**src/rbcm_pkg.sv**
```systemverilog
// ----------------------------------------------------------------------------
// Rijndael cipher package
// Shared types, codes, tables and round functions for the Rijndael block.
// ----------------------------------------------------------------------------
package rbcm_pkg;

  localparam int BLOCK_BITS = 256;
  localparam int RK_ROWS    = 15;

  localparam logic [1:0] MODE_ENC     = 2'd0;
  localparam logic [1:0] MODE_DEC     = 2'd1;
  localparam logic [1:0] MODE_LOAD    = 2'd2;
  localparam logic [1:0] MODE_RESTORE = 2'd3;

  localparam logic [1:0] CHAIN_ECB = 2'd0;
  localparam logic [1:0] CHAIN_CBC = 2'd1;
  localparam logic [1:0] CHAIN_CFB = 2'd2;

  localparam logic [2:0] REG_KEY0       = 3'd0;
  localparam logic [2:0] REG_KEY1       = 3'd1;
  localparam logic [2:0] REG_KEY2       = 3'd2;
  localparam logic [2:0] REG_KEY3       = 3'd3;
  localparam logic [2:0] REG_GIVEN      = 3'd4;
  localparam logic [2:0] REG_KEY_SIZE   = 3'd5;
  localparam logic [2:0] REG_BLOCK_SIZE = 3'd6;
  localparam logic [2:0] REG_CHAINING   = 3'd7;

  localparam logic [7:0] RED_POLY  = 8'h1b;
  localparam logic [7:0] RCON_INIT = 8'h01;

  localparam logic [2047:0] SBOX_BITS = {
    128'h637c777bf26b6fc53001672bfed7ab76, 128'hca82c97dfa5947f0add4a2af9ca472c0,
    128'hb7fd9326363ff7cc34a5e5f171d83115, 128'h04c723c31896059a071280e2eb27b275,
    128'h09832c1a1b6e5aa0523bd6b329e32f84, 128'h53d100ed20fcb15b6acbbe394a4c58cf,
    128'hd0efaafb434d338545f9027f503c9fa8, 128'h51a3408f929d38f5bcb6da2110fff3d2,
    128'hcd0c13ec5f974417c4a77e3d645d1973, 128'h60814fdc222a908846eeb814de5e0bdb,
    128'he0323a0a4906245cc2d3ac629195e479, 128'he7c8376d8dd54ea96c56f4ea657aae08,
    128'hba78252e1ca6b4c6e8dd741f4bbd8b8a, 128'h703eb5664803f60e613557b986c11d9e,
    128'he1f8981169d98e949b1e87e9ce5528df, 128'h8ca1890dbfe6426841992d0fb054bb16
  };

  localparam logic [2047:0] INV_SBOX_BITS = {
    128'h52096ad53036a538bf40a39e81f3d7fb, 128'h7ce339829b2fff87348e4344c4dee9cb,
    128'h547b9432a6c2233dee4c950b42fac34e, 128'h082ea16628d924b2765ba2496d8bd125,
    128'h72f8f66486689816d4a45ccc5d65b692, 128'h6c704850fdedb9da5e154657a78d9d84,
    128'h90d8ab008cbcd30af7e45805b8b34506, 128'hd02c1e8fca3f0f02c1afbd0301138a6b,
    128'h3a9111414f67dcea97f2cfcef0b4e673, 128'h96ac7422e7ad3585e2f937e81c75df6e,
    128'h47f11a711d29c5896fb7620eaa18be1b, 128'hfc563e4bc6d279209adbc0fe78cd5af4,
    128'h1fdda8338807c731b11210592780ec5f, 128'h60517fa919b54a0d2de57a9f93c99cef,
    128'ha0e03b4dae2af5b0c8ebbb3c83539961, 128'h172b047eba77d626e169146355210c7d
  };

  typedef struct packed {
    logic [255:0] key;
    logic [1:0]   bsel;
    logic [3:0]   nb;
    logic [3:0]   nk;
    logic [3:0]   nr;
    logic [5:0]   given;
    logic [1:0]   chaining;
  } cfg_t;

  typedef struct packed {
    logic       accept;
    logic [1:0] mode;
    logic       loaded;
    logic       exp_start;
    logic       exp_step;
    logic       exp_init;
    logic       exp_rot;
    logic       exp_sub;
    logic [2:0] exp_col;
    logic [3:0] exp_row;
    logic       exp_wr;
    logic [3:0] rk_addr;
    logic       ld_state;
    logic       add_key;
    logic       round;
    logic       last;
    logic       finish;
  } cmd_t;

  function automatic logic [7:0] sbox(input logic [7:0] x, input logic inv);
    if (inv) begin
      return INV_SBOX_BITS[{~x, 3'b000} +: 8];
    end
    return SBOX_BITS[{~x, 3'b000} +: 8];
  endfunction

  function automatic logic [7:0] xt(input logic [7:0] a);
    return {a[6:0], 1'b0} ^ (a[7] ? RED_POLY : 8'h00);
  endfunction

  function automatic logic [31:0] sub_word(input logic [31:0] w);
    return {sbox(w[31:24], 1'b0), sbox(w[23:16], 1'b0), sbox(w[15:8], 1'b0),
            sbox(w[7:0], 1'b0)};
  endfunction

  function automatic logic [255:0] sub_all(input logic [255:0] s, input logic inv);
    logic [255:0] r;
    for (int i = 0; i < 32; i++) begin
      r[8*i +: 8] = sbox(s[8*i +: 8], inv);
    end
    return r;
  endfunction

  function automatic logic [255:0] shift_case(input logic [255:0] s, input int nbc,
                                              input int k1, input int k2, input int k3);
    logic [255:0] r;
    int k;
    int src;
    r = s;
    for (int row = 1; row < 4; row++) begin
      k = (row == 1) ? k1 : ((row == 2) ? k2 : k3);
      for (int c = 0; c < 8; c++) begin
        if (c < nbc) begin
          src = c + k;
          if (src >= nbc) begin
            src = src - nbc;
          end
          r[255 - 8*(4*c + row) -: 8] = s[255 - 8*(4*src + row) -: 8];
        end
      end
    end
    return r;
  endfunction

  function automatic logic [255:0] shift_rows(input logic [255:0] s, input logic [1:0] bsel,
                                              input logic inv);
    case (bsel)
      2'd0:    return inv ? shift_case(s, 4, 3, 2, 1) : shift_case(s, 4, 1, 2, 3);
      2'd1:    return inv ? shift_case(s, 6, 5, 4, 3) : shift_case(s, 6, 1, 2, 3);
      default: return inv ? shift_case(s, 8, 7, 5, 4) : shift_case(s, 8, 1, 3, 4);
    endcase
  endfunction

  function automatic logic [31:0] mix_col(input logic [31:0] w, input logic inv);
    logic [7:0] a [4];
    logic [7:0] x2 [4];
    logic [7:0] x4 [4];
    logic [7:0] x8 [4];
    logic [7:0] m1 [4];
    logic [7:0] m2 [4];
    logic [7:0] m3 [4];
    logic [7:0] m0 [4];
    logic [31:0] r;
    for (int i = 0; i < 4; i++) begin
      a[i]  = w[31 - 8*i -: 8];
      x2[i] = xt(a[i]);
      x4[i] = xt(x2[i]);
      x8[i] = xt(x4[i]);
      if (inv) begin
        m0[i] = x8[i] ^ x4[i] ^ x2[i];
        m1[i] = x8[i] ^ x2[i] ^ a[i];
        m2[i] = x8[i] ^ x4[i] ^ a[i];
        m3[i] = x8[i] ^ a[i];
      end else begin
        m0[i] = x2[i];
        m1[i] = x2[i] ^ a[i];
        m2[i] = a[i];
        m3[i] = a[i];
      end
    end
    r[31:24] = m0[0] ^ m1[1] ^ m2[2] ^ m3[3];
    r[23:16] = m3[0] ^ m0[1] ^ m1[2] ^ m2[3];
    r[15:8]  = m2[0] ^ m3[1] ^ m0[2] ^ m1[3];
    r[7:0]   = m1[0] ^ m2[1] ^ m3[2] ^ m0[3];
    return r;
  endfunction

  function automatic logic [255:0] mix_all(input logic [255:0] s, input logic inv);
    logic [255:0] r;
    for (int c = 0; c < 8; c++) begin
      r[255 - 32*c -: 32] = mix_col(s[255 - 32*c -: 32], inv);
    end
    return r;
  endfunction

  function automatic logic [255:0] block_mask(input logic [1:0] bsel);
    case (bsel)
      2'd0:    return {{128{1'b1}}, {128{1'b0}}};
      2'd1:    return {{192{1'b1}}, {64{1'b0}}};
      default: return {256{1'b1}};
    endcase
  endfunction

endpackage

```
**src/rbcm_cfg.sv**
```systemverilog
// ----------------------------------------------------------------------------
// Configuration registers
// APB register file for key, sizes and chaining, with decoded settings.
// ----------------------------------------------------------------------------
module rbcm_cfg (
  input  logic                clk,
  input  logic                rst,
  input  logic                psel,
  input  logic                penable,
  input  logic                pwrite,
  input  logic [5:0]          paddr,
  input  logic [63:0]         pwdata,
  output logic [63:0]         prdata,
  output logic                pready,
  output rbcm_pkg::cfg_t      cfg,
  output logic                key_change
);

  logic [63:0] key_word [4];
  logic [5:0]  given_raw;
  logic [1:0]  key_size;
  logic [1:0]  block_size;
  logic [1:0]  chaining;
  logic [2:0]  idx;
  logic        wr;
  logic [1:0]  bs;
  logic [1:0]  ks;
  logic [1:0]  mx;

  assign pready = 1'b1;
  assign idx    = paddr[5:3];
  assign wr     = psel & penable & pwrite;

  always_ff @(posedge clk) begin
    if (rst) begin
      for (int i = 0; i < 4; i++) begin
        key_word[i] <= 64'd0;
      end
      given_raw  <= 6'd16;
      key_size   <= 2'd0;
      block_size <= 2'd0;
      chaining   <= rbcm_pkg::CHAIN_ECB;
    end else if (wr) begin
      unique case (idx)
        rbcm_pkg::REG_KEY0:       key_word[0] <= pwdata;
        rbcm_pkg::REG_KEY1:       key_word[1] <= pwdata;
        rbcm_pkg::REG_KEY2:       key_word[2] <= pwdata;
        rbcm_pkg::REG_KEY3:       key_word[3] <= pwdata;
        rbcm_pkg::REG_GIVEN:      given_raw   <= pwdata[5:0];
        rbcm_pkg::REG_KEY_SIZE:   key_size    <= pwdata[1:0];
        rbcm_pkg::REG_BLOCK_SIZE: block_size  <= pwdata[1:0];
        rbcm_pkg::REG_CHAINING:   chaining    <= pwdata[1:0];
        default: ;
      endcase
    end
  end

  assign key_change = wr && (idx != rbcm_pkg::REG_CHAINING);

  always_comb begin
    unique case (idx)
      rbcm_pkg::REG_KEY0:       prdata = key_word[0];
      rbcm_pkg::REG_KEY1:       prdata = key_word[1];
      rbcm_pkg::REG_KEY2:       prdata = key_word[2];
      rbcm_pkg::REG_KEY3:       prdata = key_word[3];
      rbcm_pkg::REG_GIVEN:      prdata = {58'd0, given_raw};
      rbcm_pkg::REG_KEY_SIZE:   prdata = {62'd0, key_size};
      rbcm_pkg::REG_BLOCK_SIZE: prdata = {62'd0, block_size};
      rbcm_pkg::REG_CHAINING:   prdata = {62'd0, chaining};
      default:                  prdata = 64'd0;
    endcase
  end

  assign bs = (block_size == 2'd3) ? 2'd2 : block_size;
  assign ks = (key_size == 2'd3) ? 2'd2 : key_size;
  assign mx = (bs > ks) ? bs : ks;

  always_comb begin
    cfg.key      = {key_word[0], key_word[1], key_word[2], key_word[3]};
    cfg.bsel     = bs;
    cfg.nb       = {1'b0, bs, 1'b0} + 4'd4;
    cfg.nk       = {1'b0, ks, 1'b0} + 4'd4;
    cfg.nr       = {1'b0, mx, 1'b0} + 4'd10;
    cfg.given    = (given_raw == 6'd0) ? 6'd1 :
                   ((given_raw > 6'd32) ? 6'd32 : given_raw);
    cfg.chaining = (chaining == 2'd3) ? rbcm_pkg::CHAIN_ECB : chaining;
  end

endmodule

```
**config.mk**
```make
export PLATFORM = sky130hd
export DESIGN_NAME = rbcm_cfg
export DESIGN_NICKNAME = d
export VERILOG_FILES = /design/src/rbcm_pkg.sv /design/src/rbcm_cfg.sv
export SDC_FILE = /design/constraint.sdc
export NUM_CORES = 1
export LEC_CHECK = 0
export BUFFER_PORTS_ARGS = -buffer_cell sky130_fd_sc_hd__buf_2
export CAP_MARGIN = 20
export CORE_ASPECT_RATIO = 2
export CORE_MARGIN = 2
export CORE_UTILIZATION = 46
export CTS_BUF_LIST = sky130_fd_sc_hd__clkbuf_2 sky130_fd_sc_hd__clkbuf_4 sky130_fd_sc_hd__clkbuf_8
export DETAILED_ROUTE_END_ITERATION = 8
export PLACE_DENSITY = 0.74
export SETUP_SLACK_MARGIN = 0.2
export SLEW_MARGIN = 20
export SYNTH_ARGS = -nofsm -noshare
export SYNTH_HDL_FRONTEND = slang
export SYNTH_SLANG_ARGS = --single-unit
```
**constraint.sdc**
```tcl
create_clock -name clk -period 9 [get_ports clk]
set_input_delay 0.9 -clock clk [delete_from_list [all_inputs] [get_ports clk]]
set_output_delay 0.9 -clock clk [all_outputs]
set_load 0.01 [all_outputs]
```
# Word level (Yosys, flattened, before mapping)
# Memory sizes are Yosys's and may differ from the RTL's.
# Index checks and enable logic that the tools add are counted.
totals:
  reg_bits: 12
  latchBits: 0
  mem_bits_rw: 256
  romBits: 0
  word_cells: 63
  n_memories: 1
classes:
  add_sub_neg: 3
  mul: 0
  n_div: 0
  n_lt_le_gt_ge: 2
  eq_ne: 11
  shifts: 0
  n_mux: 29
  n_bitwise: 6
  n_reduce_logical: 7
memory_table:
  columns: ["name", "depth", "word_bits", "read_ports", "rd_clocked_by_memory_dff", "write_ports", "line_no", "source"]
  rows:
  - ["key_word", 4, 64, 4, 0, 4, "rbcm_cfg.sv:19", "logic [63:0] key_word [4];"]
ops:
  columns: ["operator", "n"]
  rows:
  - ["$pmux W64 S8", 1]
  - ["$mux W64", 4]
  - ["$mux W1", 18]
  - ["$eq A3 B3 Y1 const B", 4]
  - ["$mux W6", 2]
  - ["$add A3 B3 Y4 const B", 2]
  - ["$mux W2", 4]
  - ["$reduce_and A2 Y1", 4]
  - ["$eq A2 B2 Y1 const B", 3]
  - ["$eq A3 B2 Y1 const B", 2]
  - ["$gt A6 B6 Y1 const B", 1]
  - ["$logic_not A6 Y1", 1]
  - ["$add A3 B4 Y4 const B", 1]
  - ["$or A1 B1 Y1", 4]
  - ["$eq A3 B1 Y1 const B", 1]
  - ["$logic_not A3 Y1", 1]
  - ["$ne A3 B3 Y1 const B", 1]
  - ["$and A1 B1 Y1", 2]
  - ["$gt A2 B2 Y1", 1]
  - ["$logic_and A1 B1 Y1", 1]

# Logic depth before layout (Yosys ltp)
depth:
  ltp_word: 6
  ltp_mapped: 8
  depth_no_buf: 8

# Least setup slack after synthesis
# Ideal clock, no wire load.
synth_path:
  path_kind: "input-to-reg"
  startpoint: "in paddr[5]"
  endpoint: "mem key_word[0][0] (enable)"
  setup_time_ns: 0.581
  t_arrival_ns: 6.266
  slack_ns: 2.153
  cell_stages: 4
  path_cell_list: "buf_2 > clkbuf_1 > clkbuf_1 > o31ai_1"
synth_lines:
  columns: ["item", "line_no", "source"]
  rows:
  - ["start: declaration", "rbcm_cfg.sv:11", "input logic [5:0] paddr,"]
  - ["end: declaration", "rbcm_cfg.sv:19", null]

# Worst setup path after layout
layout_path:
  startpoint: "in paddr[3]"
  endpoint: "out prdata[37]"
layout_via:
  elab_chain_len: 2
  word_cells_on_any_way: 9
layout_lines:
  columns: ["item", "line_no", "source"]
  rows:
  - ["$eq A3 B3 Y1 (tied with other cells)", "rbcm_cfg.sv:61", "unique case (idx)"]
  - ["$pmux W64 S8 *", "rbcm_cfg.sv:61", null]
  - ["end: declaration", "rbcm_cfg.sv:13", "output logic [63:0] prdata,"]
# Mark *: on every way between the ends. The rest lies on a longest branch, timed or not.

==> results.yml <==
pwr:
  pwr_per_cell_area_nw_per_um2: 177
  p_switching_uw: 663
  power_internal_uw: 2070
  power.ir.vdd_worst_mv: 0.124
  sequentialPowerShare: 0.539
  power_leakage_uw: 0.00627
  power_frac_comb: 0.118
  sw_frac_of_total: 0.243
  total_power_uw: 2730
  p_clk_frac: 0.342
timing:
  rsz_0062_raised_after_global_routing: "false"
  report.final.setup_viol: 0
  worst-slew-pin-transition_ns: 1.05
  finClkSkew_ns: 0
  min_period_over_period: 0.462
  slew-limit-headroom: 0.297
  fmaxAchievable_ghz: 0.241
  report.final.hold_viol_count: 0
  fin_setup_tns_ns: 0
  finalWorstPathRequiredPeriod_ns: 4.16
  final-max-slew-violation-count: 0
  whs_ns: 0.512
logic_synthesis:
  synth_top_cells_by_area: "edfxtp_1 62%, and2_1 13%, mux4_2 11%"
  synth_cells: 818
  syn_area_per_cell_um2: 15.1
  dominant_combinational_cell_family_by_area_after_synthesis: "simple AND/OR/NAND/NOR gates"
  synth.largest_area_cell: "edfxtp_1"
  post_synth_and_or_nand_nor_area_fraction: 0.185
  yosys_warnings: 0
  cell_area_after_technology_mapping_um2: 12300
  synth_enable_flop_cells: 256
  synth_async_sr_flop_share: 0
  synth_mux_area_frac: 0.118
  yosysSeqAreaShare: 0.643
  compound_gate_fraction_of_synth_area: 0.0200
  yosysUniqueCellTypes: 34
  ys_ff_latch: 268
  ys.flop_type: "edfxtp_1"
  xor_xnor_fraction_of_synth_area: 0
  yosys.area_share.adder: 0.00203
  synth_top_area_share: 0.624
job:
  max-cap-violations: 0
floorplanning:
  dieHeight_um: 235
  core.rowCount: 84
  horizontal_die_dimension_um: 120
  boundaryPins: 419
  fp.coreArea_um2: 26300
  die-area_um2: 28200
  initial_core_util: 0.469
routing:
  drt_first_iter_violations: 578
  route.detailed.drc: 0
  detail_route.wl_per_cell_um: 22.0
  postRouteWirelength_mm: 35.1
  drt.antenna.violating_nets: 0
  first_pass_iters: 4
  vias: 8400
  vias_per_inst: 5.25
worst_setup_path:
  ff2ff_path_depth: 2
  critPathKind: "input port to output port"
  worst-endpoint-required_ns: 8.10
  worst_flop_to_flop_path_endpoint: "given_raw[2]"
  rrSetupSlack_ns: 8.20
  arrival_ns: 3.26
  crit_fanout: 44
  cp-end-kind: "output port"
  crit_start: "paddr[3]"
  regToRegStartpoint: "given_raw[2]"
  crit_path_start_kind: "input port"
  critPathCapture: "prdata[37]"
clocking:
  clkLatencyLatePin_ns: 0.53
  post_cts.repair.setup_buffers: 0
  clock_sinks: 268
  clk_pin_slew_ns: 0.07
  cts_made_buffers: 38
  cts_max_level: 2
  clock-root-buffer: "clkbuf_8"
  cts.hold.buffers_added: 0
  cts_resized: 0
  cts_tree: "done"
  worst_case_clock_buffer_depth: 3
layout:
  finish.instance_area_um2: 15400
  filler_cell_count: 2112
  layout.nets: 1301
  area_delta_synth_final_pct: 25.3
  layout-drive-gt1-share: 0.450
  final_cell_mix: "408 x buf_2, 256 x and2_1, 256 x edfxtp_1"
  final_core_utilization: 0.588
  layout.cells.most_common: "buf_2"
grt:
  vias_in_the_first_global_route: 8491
  grt_pass1_wl_mm: 51.9
  grt_overflow_total: 0
  antenna_found_initial: 8
  grtUsageTotal: 0.246
  grt_start_max_net_pins: 65
place:
  gp_congestion: 0.877
  dp_hpwl_mm: 24.2
  io_buffers: 411
  detailed_place.area_um2: 14700
min_path:
  holdCritPathClass: "register to register"
outcome:
  status: "complete, no violations"
==> registers in the layout, summed over array words and instances, names as in the netlist <==
| register | cells |
|---|---|
| key_word | 256 |
| given_raw | 6 |
| block_size | 2 |
| chaining | 2 |
| key_size | 2 |
==> how the worst min path moves through the flow <==
stage	from	to	slack (ns)	depth (start not counted)
5_1_grt	given_raw[0]	given_raw[0]	0.55	2
4_1_cts	chaining[1]	chaining[1]	0.51	2
2_1_floorplan	given_raw[0]	given_raw[0]	0.46	2
3_5_place_dp	chaining[1]	chaining[1]	0.50	2
3_3_place_gp	given_raw[3]	given_raw[3]	0.49	2
6_report	chaining[1]	chaining[1]	0.51	2
==> through the flow <==
step / worst slack, ns / instances
6_report: 4.84 / 1600
5_1_grt: 4.63 / 1599
4_1_cts: 4.73 / 1594
3_5_place_dp: 4.74 / 1528
3_3_place_gp: 4.75 / 1526
2_1_floorplan: 2.15 / 820
==> cell type report <==
type | count | area [um^2] | area share
Multi-Input combinational cell | 478 | 4070 | 0.264
Inverter | 10 | 37.5 | 0.00243
Tap cell | 344 | 430 | 0.0279
Timing Repair Buffer | 428 | 2220 | 0.144
Clock buffer | 53 | 648 | 0.0420
Sequential cell | 268 | 7930 | 0.514
Clock inverter | 13 | 85.1 | 0.00551
Antenna cell | 6 | 15.0 | 0.000973
==> synthesized netlist by cell type, types with 3 or more instances <==
master    count
buf_6         7
dfxtp_1      12
o22ai_1       5
clkbuf_1     33
mux4_2       62
edfxtp_1    256
buf_4         7
a21oi_1      11
inv_1        10
clkbuf_2     12
o32a_1        3
nor2b_1      68
and2_1      256
nand2_1      15
nor2_1        8
o21ai_0      19
mux2i_1       6
buf_2         5
==> power groups by stage <==
stage,clock network [uW],logic [uW],registers [uW]
final,934,323,1470
after detailed placement,0,327,1500
after CTS,954,328,1470
after global routing,997,345,1480
after global placement,0,324,1500
after floorplan,0,136,1530
==> logic make-up after synthesis <==
kind of cell,after synthesis
adders and majority gates,2
AOI/OAI and AO/OA,43
and+or+nand+nor,361
DFF,268
other,2
muxes,68
buffers and inverters,74
==> worst max-delay path, cell delays in order <==
cell and delay, ns:
buf_4 0.64, buf_4 0.71, mux4_2 0.59, nor2b_1 0.18, buf_2 0.20
==> layer usage <==
metal | GRT usage | vias to the layer above | part of all wire
li1 | - | 3752 | -
met1 | 0.275 | 4155 | 0.35
met2 | 0.438 | 405 | 0.54
met3 | 0.0523 | 84 | 0.069
met4 | 0.124 | 4 | 0.045
met5 | 0 | - | 0.00097
No activity file was read; power rests on OpenSTA's default activity.
