File: config.mk
export PLATFORM = sky130hd
export DESIGN_NAME = rbcm_ctrl
export DESIGN_NICKNAME = d
export VERILOG_FILES = /design/src/rbcm_pkg.sv /design/src/rbcm_ctrl.sv
export SDC_FILE = /design/constraint.sdc
export NUM_CORES = 1
export LEC_CHECK = 0
export BUFFER_PORTS_ARGS = -buffer_cell sky130_fd_sc_hd__clkbuf_2
export CORE_AREA = 2 2 122 124
export CTS_BUF_LIST = sky130_fd_sc_hd__clkbuf_8
export DETAILED_ROUTE_END_ITERATION = 16
export DIE_AREA = 0 0 124 126
export SLEW_MARGIN = 20
export SYNTH_ARGS = -nofsm -noshare
export SYNTH_HDL_FRONTEND = slang
export SYNTH_SLANG_ARGS = --single-unit
File: constraint.sdc
create_clock -name clk -period 1.8 [get_ports clk]
set_input_delay 0.27 -clock clk [delete_from_list [all_inputs] [get_ports clk]]
set_output_delay 0.27 -clock clk [all_outputs]
set_load 0.05 [all_outputs]
File: src/rbcm_pkg.sv
// ----------------------------------------------------------------------------
// Rijndael cipher package
// Shared types, codes, tables and round functions for the Rijndael block.
// ----------------------------------------------------------------------------
package rbcm_pkg;

  localparam int BLOCK_BITS = 256;
  localparam int RK_ROWS    = 15;

  localparam logic [1:0] MODE_ENC     = 2'd0;
  localparam logic [1:0] MODE_DEC     = 2'd1;
  localparam logic [1:0] MODE_LOAD    = 2'd2;
  localparam logic [1:0] MODE_RESTORE = 2'd3;

  localparam logic [1:0] CHAIN_ECB = 2'd0;
  localparam logic [1:0] CHAIN_CBC = 2'd1;
  localparam logic [1:0] CHAIN_CFB = 2'd2;

  localparam logic [2:0] REG_KEY0       = 3'd0;
  localparam logic [2:0] REG_KEY1       = 3'd1;
  localparam logic [2:0] REG_KEY2       = 3'd2;
  localparam logic [2:0] REG_KEY3       = 3'd3;
  localparam logic [2:0] REG_GIVEN      = 3'd4;
  localparam logic [2:0] REG_KEY_SIZE   = 3'd5;
  localparam logic [2:0] REG_BLOCK_SIZE = 3'd6;
  localparam logic [2:0] REG_CHAINING   = 3'd7;

  localparam logic [7:0] RED_POLY  = 8'h1b;
  localparam logic [7:0] RCON_INIT = 8'h01;

  localparam logic [2047:0] SBOX_BITS = {
    128'h637c777bf26b6fc53001672bfed7ab76, 128'hca82c97dfa5947f0add4a2af9ca472c0,
    128'hb7fd9326363ff7cc34a5e5f171d83115, 128'h04c723c31896059a071280e2eb27b275,
    128'h09832c1a1b6e5aa0523bd6b329e32f84, 128'h53d100ed20fcb15b6acbbe394a4c58cf,
    128'hd0efaafb434d338545f9027f503c9fa8, 128'h51a3408f929d38f5bcb6da2110fff3d2,
    128'hcd0c13ec5f974417c4a77e3d645d1973, 128'h60814fdc222a908846eeb814de5e0bdb,
    128'he0323a0a4906245cc2d3ac629195e479, 128'he7c8376d8dd54ea96c56f4ea657aae08,
    128'hba78252e1ca6b4c6e8dd741f4bbd8b8a, 128'h703eb5664803f60e613557b986c11d9e,
    128'he1f8981169d98e949b1e87e9ce5528df, 128'h8ca1890dbfe6426841992d0fb054bb16
  };

  localparam logic [2047:0] INV_SBOX_BITS = {
    128'h52096ad53036a538bf40a39e81f3d7fb, 128'h7ce339829b2fff87348e4344c4dee9cb,
    128'h547b9432a6c2233dee4c950b42fac34e, 128'h082ea16628d924b2765ba2496d8bd125,
    128'h72f8f66486689816d4a45ccc5d65b692, 128'h6c704850fdedb9da5e154657a78d9d84,
    128'h90d8ab008cbcd30af7e45805b8b34506, 128'hd02c1e8fca3f0f02c1afbd0301138a6b,
    128'h3a9111414f67dcea97f2cfcef0b4e673, 128'h96ac7422e7ad3585e2f937e81c75df6e,
    128'h47f11a711d29c5896fb7620eaa18be1b, 128'hfc563e4bc6d279209adbc0fe78cd5af4,
    128'h1fdda8338807c731b11210592780ec5f, 128'h60517fa919b54a0d2de57a9f93c99cef,
    128'ha0e03b4dae2af5b0c8ebbb3c83539961, 128'h172b047eba77d626e169146355210c7d
  };

  typedef struct packed {
    logic [255:0] key;
    logic [1:0]   bsel;
    logic [3:0]   nb;
    logic [3:0]   nk;
    logic [3:0]   nr;
    logic [5:0]   given;
    logic [1:0]   chaining;
  } cfg_t;

  typedef struct packed {
    logic       accept;
    logic [1:0] mode;
    logic       loaded;
    logic       exp_start;
    logic       exp_step;
    logic       exp_init;
    logic       exp_rot;
    logic       exp_sub;
    logic [2:0] exp_col;
    logic [3:0] exp_row;
    logic       exp_wr;
    logic [3:0] rk_addr;
    logic       ld_state;
    logic       add_key;
    logic       round;
    logic       last;
    logic       finish;
  } cmd_t;

  function automatic logic [7:0] sbox(input logic [7:0] x, input logic inv);
    if (inv) begin
      return INV_SBOX_BITS[{~x, 3'b000} +: 8];
    end
    return SBOX_BITS[{~x, 3'b000} +: 8];
  endfunction

  function automatic logic [7:0] xt(input logic [7:0] a);
    return {a[6:0], 1'b0} ^ (a[7] ? RED_POLY : 8'h00);
  endfunction

  function automatic logic [31:0] sub_word(input logic [31:0] w);
    return {sbox(w[31:24], 1'b0), sbox(w[23:16], 1'b0), sbox(w[15:8], 1'b0),
            sbox(w[7:0], 1'b0)};
  endfunction

  function automatic logic [255:0] sub_all(input logic [255:0] s, input logic inv);
    logic [255:0] r;
    for (int i = 0; i < 32; i++) begin
      r[8*i +: 8] = sbox(s[8*i +: 8], inv);
    end
    return r;
  endfunction

  function automatic logic [255:0] shift_case(input logic [255:0] s, input int nbc,
                                              input int k1, input int k2, input int k3);
    logic [255:0] r;
    int k;
    int src;
    r = s;
    for (int row = 1; row < 4; row++) begin
      k = (row == 1) ? k1 : ((row == 2) ? k2 : k3);
      for (int c = 0; c < 8; c++) begin
        if (c < nbc) begin
          src = c + k;
          if (src >= nbc) begin
            src = src - nbc;
          end
          r[255 - 8*(4*c + row) -: 8] = s[255 - 8*(4*src + row) -: 8];
        end
      end
    end
    return r;
  endfunction

  function automatic logic [255:0] shift_rows(input logic [255:0] s, input logic [1:0] bsel,
                                              input logic inv);
    case (bsel)
      2'd0:    return inv ? shift_case(s, 4, 3, 2, 1) : shift_case(s, 4, 1, 2, 3);
      2'd1:    return inv ? shift_case(s, 6, 5, 4, 3) : shift_case(s, 6, 1, 2, 3);
      default: return inv ? shift_case(s, 8, 7, 5, 4) : shift_case(s, 8, 1, 3, 4);
    endcase
  endfunction

  function automatic logic [31:0] mix_col(input logic [31:0] w, input logic inv);
    logic [7:0] a [4];
    logic [7:0] x2 [4];
    logic [7:0] x4 [4];
    logic [7:0] x8 [4];
    logic [7:0] m1 [4];
    logic [7:0] m2 [4];
    logic [7:0] m3 [4];
    logic [7:0] m0 [4];
    logic [31:0] r;
    for (int i = 0; i < 4; i++) begin
      a[i]  = w[31 - 8*i -: 8];
      x2[i] = xt(a[i]);
      x4[i] = xt(x2[i]);
      x8[i] = xt(x4[i]);
      if (inv) begin
        m0[i] = x8[i] ^ x4[i] ^ x2[i];
        m1[i] = x8[i] ^ x2[i] ^ a[i];
        m2[i] = x8[i] ^ x4[i] ^ a[i];
        m3[i] = x8[i] ^ a[i];
      end else begin
        m0[i] = x2[i];
        m1[i] = x2[i] ^ a[i];
        m2[i] = a[i];
        m3[i] = a[i];
      end
    end
    r[31:24] = m0[0] ^ m1[1] ^ m2[2] ^ m3[3];
    r[23:16] = m3[0] ^ m0[1] ^ m1[2] ^ m2[3];
    r[15:8]  = m2[0] ^ m3[1] ^ m0[2] ^ m1[3];
    r[7:0]   = m1[0] ^ m2[1] ^ m3[2] ^ m0[3];
    return r;
  endfunction

  function automatic logic [255:0] mix_all(input logic [255:0] s, input logic inv);
    logic [255:0] r;
    for (int c = 0; c < 8; c++) begin
      r[255 - 32*c -: 32] = mix_col(s[255 - 32*c -: 32], inv);
    end
    return r;
  endfunction

  function automatic logic [255:0] block_mask(input logic [1:0] bsel);
    case (bsel)
      2'd0:    return {{128{1'b1}}, {128{1'b0}}};
      2'd1:    return {{192{1'b1}}, {64{1'b0}}};
      default: return {256{1'b1}};
    endcase
  endfunction

endpackage

File: src/rbcm_ctrl.sv
// ----------------------------------------------------------------------------
// Cipher controller
// Sequences key expansion, round iterations and result transfer.
// ----------------------------------------------------------------------------
module rbcm_ctrl (
  input  logic           clk,
  input  logic           rst,
  input  rbcm_pkg::cfg_t cfg,
  input  logic           key_change,
  input  logic           in_valid,
  input  logic [1:0]     in_mode,
  output logic           in_ready,
  output logic           out_valid,
  input  logic           out_ready,
  output rbcm_pkg::cmd_t cmd
);

  localparam logic [2:0] S_IDLE   = 3'd0;
  localparam logic [2:0] S_EXPAND = 3'd1;
  localparam logic [2:0] S_KEY0   = 3'd2;
  localparam logic [2:0] S_ADD0   = 3'd3;
  localparam logic [2:0] S_ROUND  = 3'd4;
  localparam logic [2:0] S_FIN    = 3'd5;

  logic [2:0] state;
  logic [2:0] state_next;
  logic [1:0] mode_q;
  logic       loaded;
  logic       expanded;
  logic [3:0] rnd;
  logic [2:0] exp_col;
  logic [3:0] exp_row;
  logic [2:0] kcnt;
  logic       exp_init;
  logic       accept;
  logic       fin_go;
  logic       col_end;
  logic       k_end;
  logic       exp_done;
  logic       last;
  logic       use_dec;

  assign in_ready = (state == S_IDLE);
  assign accept   = in_valid && in_ready;
  assign fin_go   = (state == S_FIN) && (!out_valid || out_ready);
  assign col_end  = ({1'b0, exp_col} == (cfg.nb - 4'd1));
  assign k_end    = ({1'b0, kcnt} == (cfg.nk - 4'd1));
  assign exp_done = (state == S_EXPAND) && col_end && (exp_row == cfg.nr);
  assign last     = (rnd == (cfg.nr + 4'd1));
  assign use_dec  = (mode_q == rbcm_pkg::MODE_DEC) && (cfg.chaining != rbcm_pkg::CHAIN_CFB);

  always_comb begin
    state_next = state;
    unique case (state)
      S_IDLE: begin
        if (accept) begin
          if ((in_mode == rbcm_pkg::MODE_LOAD) || (in_mode == rbcm_pkg::MODE_RESTORE) ||
              !loaded) begin
            state_next = S_FIN;
          end else if (!expanded) begin
            state_next = S_EXPAND;
          end else begin
            state_next = S_KEY0;
          end
        end
      end
      S_EXPAND: begin
        if (exp_done) begin
          state_next = S_KEY0;
        end
      end
      S_KEY0:  state_next = S_ADD0;
      S_ADD0:  state_next = S_ROUND;
      S_ROUND: begin
        if (last) begin
          state_next = S_FIN;
        end
      end
      S_FIN: begin
        if (fin_go) begin
          state_next = S_IDLE;
        end
      end
      default: state_next = S_IDLE;
    endcase
  end

  always_ff @(posedge clk) begin
    if (rst) begin
      state     <= S_IDLE;
      loaded    <= 1'b0;
      expanded  <= 1'b0;
      out_valid <= 1'b0;
    end else begin
      state <= state_next;
      if (key_change) begin
        expanded <= 1'b0;
      end else if (exp_done) begin
        expanded <= 1'b1;
      end
      if (fin_go && (mode_q == rbcm_pkg::MODE_LOAD)) begin
        loaded <= 1'b1;
      end
      if (fin_go) begin
        out_valid <= 1'b1;
      end else if (out_ready) begin
        out_valid <= 1'b0;
      end
    end
  end

  always_ff @(posedge clk) begin
    if (accept) begin
      mode_q   <= in_mode;
      rnd      <= 4'd0;
      exp_col  <= 3'd0;
      exp_row  <= 4'd0;
      kcnt     <= 3'd0;
      exp_init <= 1'b1;
    end else if (state == S_EXPAND) begin
      exp_col <= col_end ? 3'd0 : (exp_col + 3'd1);
      exp_row <= col_end ? (exp_row + 4'd1) : exp_row;
      kcnt    <= k_end ? 3'd0 : (kcnt + 3'd1);
      if (k_end) begin
        exp_init <= 1'b0;
      end
    end else if ((state == S_KEY0) || (state == S_ADD0) || ((state == S_ROUND) && !last)) begin
      rnd <= rnd + 4'd1;
    end
  end

  always_comb begin
    cmd           = '0;
    cmd.accept    = accept;
    cmd.mode      = mode_q;
    cmd.loaded    = loaded;
    cmd.exp_start = accept;
    cmd.exp_step  = (state == S_EXPAND);
    cmd.exp_init  = exp_init;
    cmd.exp_rot   = !exp_init && (kcnt == 3'd0);
    cmd.exp_sub   = !exp_init && (cfg.nk == 4'd8) && (kcnt == 3'd4);
    cmd.exp_col   = exp_col;
    cmd.exp_row   = exp_row;
    cmd.exp_wr    = col_end;
    if (rnd > cfg.nr) begin
      cmd.rk_addr = 4'd0;
    end else begin
      cmd.rk_addr = use_dec ? (cfg.nr - rnd) : rnd;
    end
    cmd.ld_state  = (state == S_KEY0);
    cmd.add_key   = (state == S_ADD0);
    cmd.round     = (state == S_ROUND);
    cmd.last      = last;
    cmd.finish    = fin_go;
  end

  a_fin_out: assert property (@(posedge clk) disable iff (rst) fin_go |=> out_valid)
    else $error("result register not marked full after finish");
  a_rnd_bound: assert property (@(posedge clk) disable iff (rst)
    (state == S_ROUND) |-> ({1'b0, rnd} <= ({1'b0, cfg.nr} + 5'd1)))
    else $error("round counter past last round");
  a_fin_hold: assert property (@(posedge clk) disable iff (rst)
    (state == S_FIN && out_valid && !out_ready) |=> (state == S_FIN))
    else $error("result dropped while output register full");
  a_exp_row: assert property (@(posedge clk) disable iff (rst)
    (state == S_EXPAND) |-> (exp_row <= cfg.nr))
    else $error("key expansion row out of range");

endmodule

Yosys cells after proc, flatten, opt, wreduce, memory -nomap -nowiden
Index checks and enable logic that the tools add are counted.
- add/sub/neg operators: 8
- $lt $le $gt $ge: 1
- equal/unequal tests: 20
- muxes and demuxes: 13
- bitwise logic cells: 1
- reduce and logical (&&, ||, !) cells: 27
- operators with widths (operator ; number):
    two-way mux 3 bit ; 7
    case mux 3 bit (6 select lines) ; 1
    adder 4 x 1 -> 4 bit, second input constant ; 3
    logical AND 1 bit ; 10
    equality test 3 bit, second input constant ; 3
    equality test 3 x 4 -> 1 bit ; 2
    equality test 4 bit ; 2
    two-way mux 4 bit ; 2
    subtractor 4 x 1 -> 4 bit, second input constant ; 2
    adder 3 x 1 -> 3 bit, second input constant ; 2
    equality test 2 bit, second input constant ; 3
    equality test 3 x 2 -> 1 bit, second input constant ; 2
    zero test 3 bit ; 2
    != test 2 x 1 -> 1 bit, second input constant ; 3
    AND reduction 2 bit ; 3
    logical OR 1 bit ; 5
    equality test 4 bit, second input constant ; 1
    > comparator 4 bit ; 1
    zero test 1 bit ; 4
    != test 2 bit, second input constant ; 2
    AND reduction 4 bit ; 1
    subtractor 4 bit ; 1
    equality test 3 x 1 -> 1 bit, second input constant ; 1
    equality test 2 x 1 -> 1 bit, second input constant ; 1
    5 further kinds ; 6
- bits in registers: 23
- output and inout bits: 28
- word-level logic and storage cells: 80

Logic depth before layout (Yosys ltp)
Gate-level depths: netlist (run 1).
- word-level depth: 6
- gate-level depth with buffers: 7
- gate-level depth less buffers: 7

Worst setup path before layout (run 1)
Ideal clock, no wire load.
- path kind: flip-flop to output port
- start: reg mode_q[0]
- end: out cmd[5] (netlist name)
- data arrival time: 2.543 ns
- setup slack: -1.013 ns
- cell stages (with the launch flop): 5
- cell sequence: edfxtp_1 > inv_1 > a211oi_1 > nor2_1 > a211oi_1
- RTL lines (element ; line ; source):
    start: declaration ; rbcm_ctrl.sv:27 ; logic [1:0] mode_q;
    start signal: assignment ; rbcm_ctrl.sv:114 ; mode_q <= in_mode;
    end: declaration ; rbcm_ctrl.sv:15 ; output rbcm_pkg::cmd_t cmd

==> metrics.md, run 1 <==
| Metric | Value |
|---|---|
| Outcome | `finished, violations left` |
| Failing checks | `negative setup slack` |
| Largest fanout on the critical path | `3` |
| Synth top area share | `25.4%` |
| R2R Path Start | `exp_col[2]` |
| # setup viols final | `4` |
| Sequential area share after synthesis | `29.0%` |
| Yosys warns | `0` |
| Startpoint Class | `register` |
| Crit path depth | `8` |
| Final WS setup | `-0.347 ns` |
| Final GP Congestion | `0.749` |
| Hold Vio Cnt, Final | `0` |
| Vias in the first global route | `1650` |
| Top post-synthesis cells by count | `dfxtp_1, nand2_1, nor2_1` |
| Worst EP required | `1.53 ns` |
| Hold WS | `0.150 ns` |
| Slew Limit Fails | `0` |
| Cell count after synthesis | `194` |
| WL/cell | `11.4 µm` |
| CTS tree | `done` |
| Post-layout nets | `568` |
| Number of max-cap violations | `0` |
| Post-route clock period utilization | `119%` |
| Max Fclk | `466 MHz` |
| Layout cells sized above 1 | `46.1%` |
| Clk pin slew, worst setup/hold paths | `0.10 ns` |
| DRT antenna net count | `0` |
| # hold bufs at CTS | `0` |
| Leak | `1.15 nW` |
| Pwr/cell area | `1170 nW/µm²` |
| Antenna violations before repair | `0` |
| Die footprint | `15600 µm²` |
| Yosys reg bits | `23` |
| Top cell type by total area after synthesis | `dfxtp_1` |
| Initial DRC count | `74` |
| Worst Hold Class | `input pin to register` |
| Clk_skew | `0.00441 ns` |
| Tmin final | `2.15 ns` |
| Post-Route WL | `5150 µm` |
| Worst-Skew Late Latency | `0.27 ns` |
| Mapped Area | `1660 µm²` |
| Largest stage delay on the critical path | `0.36 ns` |
| Grt met1 use | `9.15%` |
| R2r setup slk | `0.18 ns` |
| Max VDD drop | `0.626 mV` |
| First-pass GRT wire length | `8340 µm` |
| CTS H-tree depth | `1` |
| Post-synth EDFFs | `2` |
| R2r worst-path depth | `7` |
| Root buf cell | `clkbuf_8` |
| Synth top area cells | `dfxtp_1, ha_1, xnor2_1` |
| Top FF cell, synth | `dfxtp_1` |
| Worst Setup Path Type | `register to output port` |
| RSZ-0062 raised after global routing | `yes` |
| Critical path endpoint category | `output port` |
| Num ports | `313` |
| GRT overflow | `0` |
| DRC viols | `0` |
| Placed instance area | `2460 µm²` |
| Die Wd | `124 µm` |
| Clock buffer depth | `2` |
| Final HPWL from detailed placement | `4410 µm` |
| Vias | `1595` |
| Post-DR vias/cell | `3.52` |
| Cell Chain, Critical Path | `ha_4 > inv_2 > fa_2 > a21o_1 > a21oi_4 > buf_12 > a211oi_4 > buf_8` |
| Clock Sinks | `23` |
| Drt pass-1 iters | `4` |
| M2 GR Usage | `10.5%` |
| Setup crit end | `cmd[7]` |
| Syn Area/Cell | `8.53 µm²` |
| Worst path bufs/invs | `3` |
| Worst Path Arrival | `1.88 ns` |
| Design Area, Final | `2660 µm²` |
| Synth unique cells | `49` |
| GRT Max-Usage Layer | `met2` |
| Antenna Cells | `0` |
| CP delay by family, top | `adder cells` |
| GRT met3 Usage | `2.08%` |
| Num CTS Buffers | `3` |
| Worst relative slew slack | `70.9%` |
| Crit path max-delay cell type | `dfxtp_2` |
| Count leader, synth | `dfxtp_1` |
| Least-Margin Pin Slew | `0.435 ns` |
| Worst Setup SP | `rnd[0]` |
| Row count | `44` |
| Effective utilization at floorplan | `11.6%` |
| Port Buffers | `48` |
| Syn_nets | `492` |
| Die Ht | `126 µm` |
| Largest net degree at the start of global routing | `15` |
| Asr flop ratio synth | `0%` |
| Area Overhead vs Synth | `60.5%` |
| Core area | `14300 µm²` |
| Reg-to-reg critical path endpoint | `exp_row[3]` |
| Gr usage total | `6.75%` |
cells by family after synthesis:
kind of cell | Yosys count | synth area share (%)
XOR/XNOR | 21 | 12.0
AND/OR/NAND/NOR | 74 | 23.6
AO/OA/AOI/OAI | 31 | 13.5
multiplexers | 4 | 2.42
flip-flops | 23 | 29.0
adder cells (fa/ha/maj) | 13 | 10.3
buffers and inverters | 28 | 9.22
per-stage QoR:
step / setup slack, ns / utilization (%) / power [W] / cells / setup TNS (ns)
3_5_place_dp: -0.364 / 17.2 / 0.00258 / 445 / -2.29
2_1_floorplan: -0.220 / - / 0.00203 / 194 / -0.791
4_1_cts: -0.377 / 18.3 / 0.00306 / 451 / -1.49
5_1_grt: -0.425 / 18.6 / 0.00331 / 453 / -1.73
3_3_place_gp: -0.339 / 17.2 / 0.00255 / 445 / -2.01
6_report: -0.347 / 18.6 / 0.00310 / 453 / -1.36
layout by cell type, fill, tap and decap left out, types with 2 or more instances in the layout:
| cell type | instances |
|---|---|
| inv_2 | 3 |
| ha_4 | 2 |
| o31ai_1 | 2 |
| buf_8 | 4 |
| nand2_1 | 16 |
| buf_6 | 5 |
| mux2i_1 | 4 |
| nand2b_1 | 4 |
| o21a_1 | 2 |
| buf_12 | 5 |
| and3_1 | 2 |
| dfxtp_1 | 13 |
| a21oi_1 | 8 |
| inv_1 | 12 |
| a211oi_4 | 3 |
| ha_1 | 10 |
| nor2b_1 | 5 |
| clkbuf_8 | 3 |
| nor3_1 | 7 |
| nand3_1 | 4 |
| clkbuf_2 | 36 |
| o21ai_0 | 2 |
| xor2_1 | 10 |
| buf_4 | 30 |
| nor2_1 | 14 |
| dfxtp_2 | 8 |
| edfxtp_1 | 2 |
| nor2_2 | 2 |
| nor4_1 | 2 |
| xnor2_1 | 10 |
| a21oi_4 | 2 |
| nor3b_4 | 2 |
metal layers:
| metal | share of wire [%] | vias up | routed length (µm) |
|---|---|---|---|
| li1 | - | 801 | - |
| met1 | 48 | 746 | 2470 |
| met2 | 45 | 42 | 2320 |
| met3 | 5.6 | 6 | 288 |
| met4 | 1.5 | 0 | 75 |
| met5 | 0 | - | 0 |
report_power, final:
group	internal [W]	switching [W]	leakage, nW
Clock	0.000158	0.000192	0.0260
Sequential	0.000638	0.000117	0.193
Combinational	0.000831	0.00116	0.935
state kept, by name, indices dropped and copies added (netlist names):
register   cells
out_valid      1
rnd            4
exp_init       1
exp_col        3
kcnt           3
mode_q         2
exp_row        4
loaded         1
expanded       1
state          3
worst min-delay path by stage:
stage	start	to	slack [ns]	cells past startpoint
after floorplan	rst	state[0]	0.34	1
after global placement	exp_init	exp_init	0.45	2
after detailed placement	key_change	expanded	0.44	2
after CTS	key_change	expanded	0.14	2
after global routing	key_change	expanded	0.13	2
final	key_change	expanded	0.15	2
layout make-up:
type                       count  area (µm²)
fill                        1592       11700
multi-input combinational    143        1170
timing repair buffer          82         634
sequential                    23         490
tap                          184         230
inverter                      17        81.3
clock buffer                   3        41.3
clock inverter                 1        6.26
what timing repair did:
action                                  in CTS  in global routing
buffers inserted                             2                  2
cloned                                       0                  0
pin swaps                                   10                  9
endpoints found under the setup margin      12                 12
resized for setup                           32                 14
Power figures use the tool's default switching activity.
==> run 2, diff against run 1 <==
--- a/config.mk
+++ b/config.mk
@@ -6,10 +6,12 @@
 export NUM_CORES = 1
 export LEC_CHECK = 0
 export BUFFER_PORTS_ARGS = -buffer_cell sky130_fd_sc_hd__clkbuf_2
-export CORE_AREA = 2 2 122 124
+export CELL_PAD_IN_SITES_DETAIL_PLACEMENT = 2
+export CELL_PAD_IN_SITES_GLOBAL_PLACEMENT = 2
+export CORE_UTILIZATION = 10
 export CTS_BUF_LIST = sky130_fd_sc_hd__clkbuf_8
 export DETAILED_ROUTE_END_ITERATION = 16
-export DIE_AREA = 0 0 124 126
+export PLACE_DENSITY_LB_ADDON = 0.1
 export SLEW_MARGIN = 20
 export SYNTH_ARGS = -nofsm -noshare
 export SYNTH_HDL_FRONTEND = slang
==> metrics.md, run 2 (same netlist as run 1, synthesis figures left out) <==
| Metric | Value |
|---|---|
| Clk pin slew, worst setup/hold paths | `0.10 ns` |
| Tmin final | `2.14 ns` |
| Total power | `0.00326 W` |
| Most frequent cells in the layout | `buf_4, clkbuf_2, nand2_1` |
| R2r setup slk | `0.15 ns` |
| DRT antenna net count | `0` |
| Largest fanout on the critical path | `2` |
| CTS H-tree depth | `1` |
| Post-route clock period utilization | `119%` |
| Post-DR vias/cell | `3.38` |
| Leak | `1.23 nW` |
| Critical path endpoint category | `output port` |
| First-pass GRT wire length | `10200 µm` |
| Worst-Skew Late Latency | `0.27 ns` |
| Post-Route WL | `6430 µm` |
| Worst EP required | `1.53 ns` |
| Final Util | `17.8%` |
| Area Overhead vs Synth | `72.3%` |
| Die Wd | `131 µm` |
| Least-Margin Pin Slew | `0.386 ns` |
| Layout cells sized above 1 | `49.8%` |
| Outcome | `finished, violations left` |
| Combinational power share | `65.6%` |
| GRT overflow | `0` |
| Antenna violations before repair | `0` |
| Num ports | `313` |
| Largest net degree at the start of global routing | `13` |
| Internal power | `0.00172 W` |
| Initial DRC count | `8` |
| # setup viols final | `4` |
| Core area | `16000 µm²` |
| Register area | `493 µm²` |
| Pwr/cell area | `1140 nW/µm²` |
| Slew Limit Fails | `0` |
| Final GP Congestion | `0.670` |
| Worst relative slew slack | `74.1%` |
| Clock Sinks | `23` |
| Multi-input combinational cell area | `1210 µm²` |
| Vias in the first global route | `1899` |
| Max VDD drop | `0.462 mV` |
| Switching share of total power | `47.1%` |
| Vias | `1673` |
| Final HPWL from detailed placement | `5380 µm` |
| Hold Vio Cnt, Final | `0` |
| Top Registers | `exp_row (4), rnd (4)` |
| Failing checks | `negative setup slack` |
| Gr usage total | `7.94%` |
| Clock share of power | `10.9%` |
| Worst Setup SP | `rnd[0]` |
| CTS tree | `done` |
| Number of max-cap violations | `0` |
| DRC viols | `0` |
| Max Fclk | `468 MHz` |
| Root buf cell | `clkbuf_8` |
| Final WS setup | `-0.337 ns` |
| Worst Path Arrival | `1.87 ns` |
| Post-layout nets | `578` |
| Port Buffers | `48` |
| R2R Path Start | `rnd[2]` |
| Worst Hold Class | `input pin to register` |
| Worst hold start | `key_change` |
| Startpoint Class | `register` |
| RSZ-0062 raised after global routing | `yes` |
| Fill count | `1898` |
| Clk_skew | `0.00315 ns` |
| Die footprint | `17100 µm²` |
| Row count | `46` |
| Clock buffer depth | `2` |
| Power share of the sequential group | `23.5%` |
| Setup WS pre-CTS | `-0.332 ns` |
| Antenna Cells | `0` |
| Worst Setup Path Type | `register to output port` |
| Drt pass-1 iters | `3` |
| Die Ht | `131 µm` |
| WL/cell | `13.0 µm` |
| Commonest non-fill, non-tap cell in the layout | `buf_4` |
| Effective utilization at floorplan | `10.3%` |
| P_sw | `0.00154 W` |
| Num CTS Buffers | `3` |
-- run 2: cell count changes in the layout (fill, tap and decap cells not counted), moves of 2 or more --
cell,delta
clkbuf_16,+2
xnor2_1,-3
xnor2_2,+3
buf_4,+9
-- run 2: critical path, cell delays in order (launching register included) --
cell      delay, ns
dfxtp_2        0.37
ha_4           0.14
inv_2          0.03
fa_2           0.34
a21o_1         0.19
a21oi_4        0.16
buf_4          0.14
a211oi_4       0.04
clkbuf_8       0.17
-- run 2: power by group through the flow --
stage | Clock [W] | Sequential, W | Combinational, W
CTS | 0.000388 | 0.000768 | 0.00214
finish | 0.000355 | 0.000766 | 0.00214
detailed placement | 0 | 0.000760 | 0.00194
global placement | 0 | 0.000760 | 0.00194
global route | 0.000403 | 0.000789 | 0.00233
floorplan | 0 | 0.000868 | 0.00116
-- run 2: layout make-up --
type | count | share of cell area (%)
tap | 216 | 9.47
clock inverter | 1 | 0.132
sequential | 23 | 17.3
multi-input combinational | 143 | 42.3
timing repair buffer | 92 | 26.4
clock buffer | 3 | 1.45
inverter | 17 | 2.94
-- run 2: repair_timing --
item	in CTS	in global routing
hold buffers	0	0
pin swaps	10	3
buffers inserted	7	3
gates resized for setup	40	12
endpoints found under the setup margin	12	13
-- run 2: routing by layer --
metal	track usage (%)	part of all wire, %	vias up
li1	-	-	823
met1	9.61	44	823
met2	14.8	53	25
met3	1.47	3.2	2
met4	1.01	0.62	0
met5	0	0	-
-- run 2: worst paths after layout --
kind / end / cells after the start
setup / recovery: cmd[5] / 8
hold / removal: expanded / 2
setup reg to reg: state[0] / 7
hold reg to reg: exp_init / 2
-- run 2: per-stage QoR --
stage                     std cells  setup TNS, ns  hold slack, ns  cell area [µm²]
after floorplan                 194         -0.791           0.339             1780
after global placement          482          -2.30           0.443             2550
after detailed placement        482          -2.42           0.445             2550
after CTS                       492          -1.47           0.139             2800
after global routing            495          -1.71           0.138             2850
final                           495          -1.25           0.150             2850
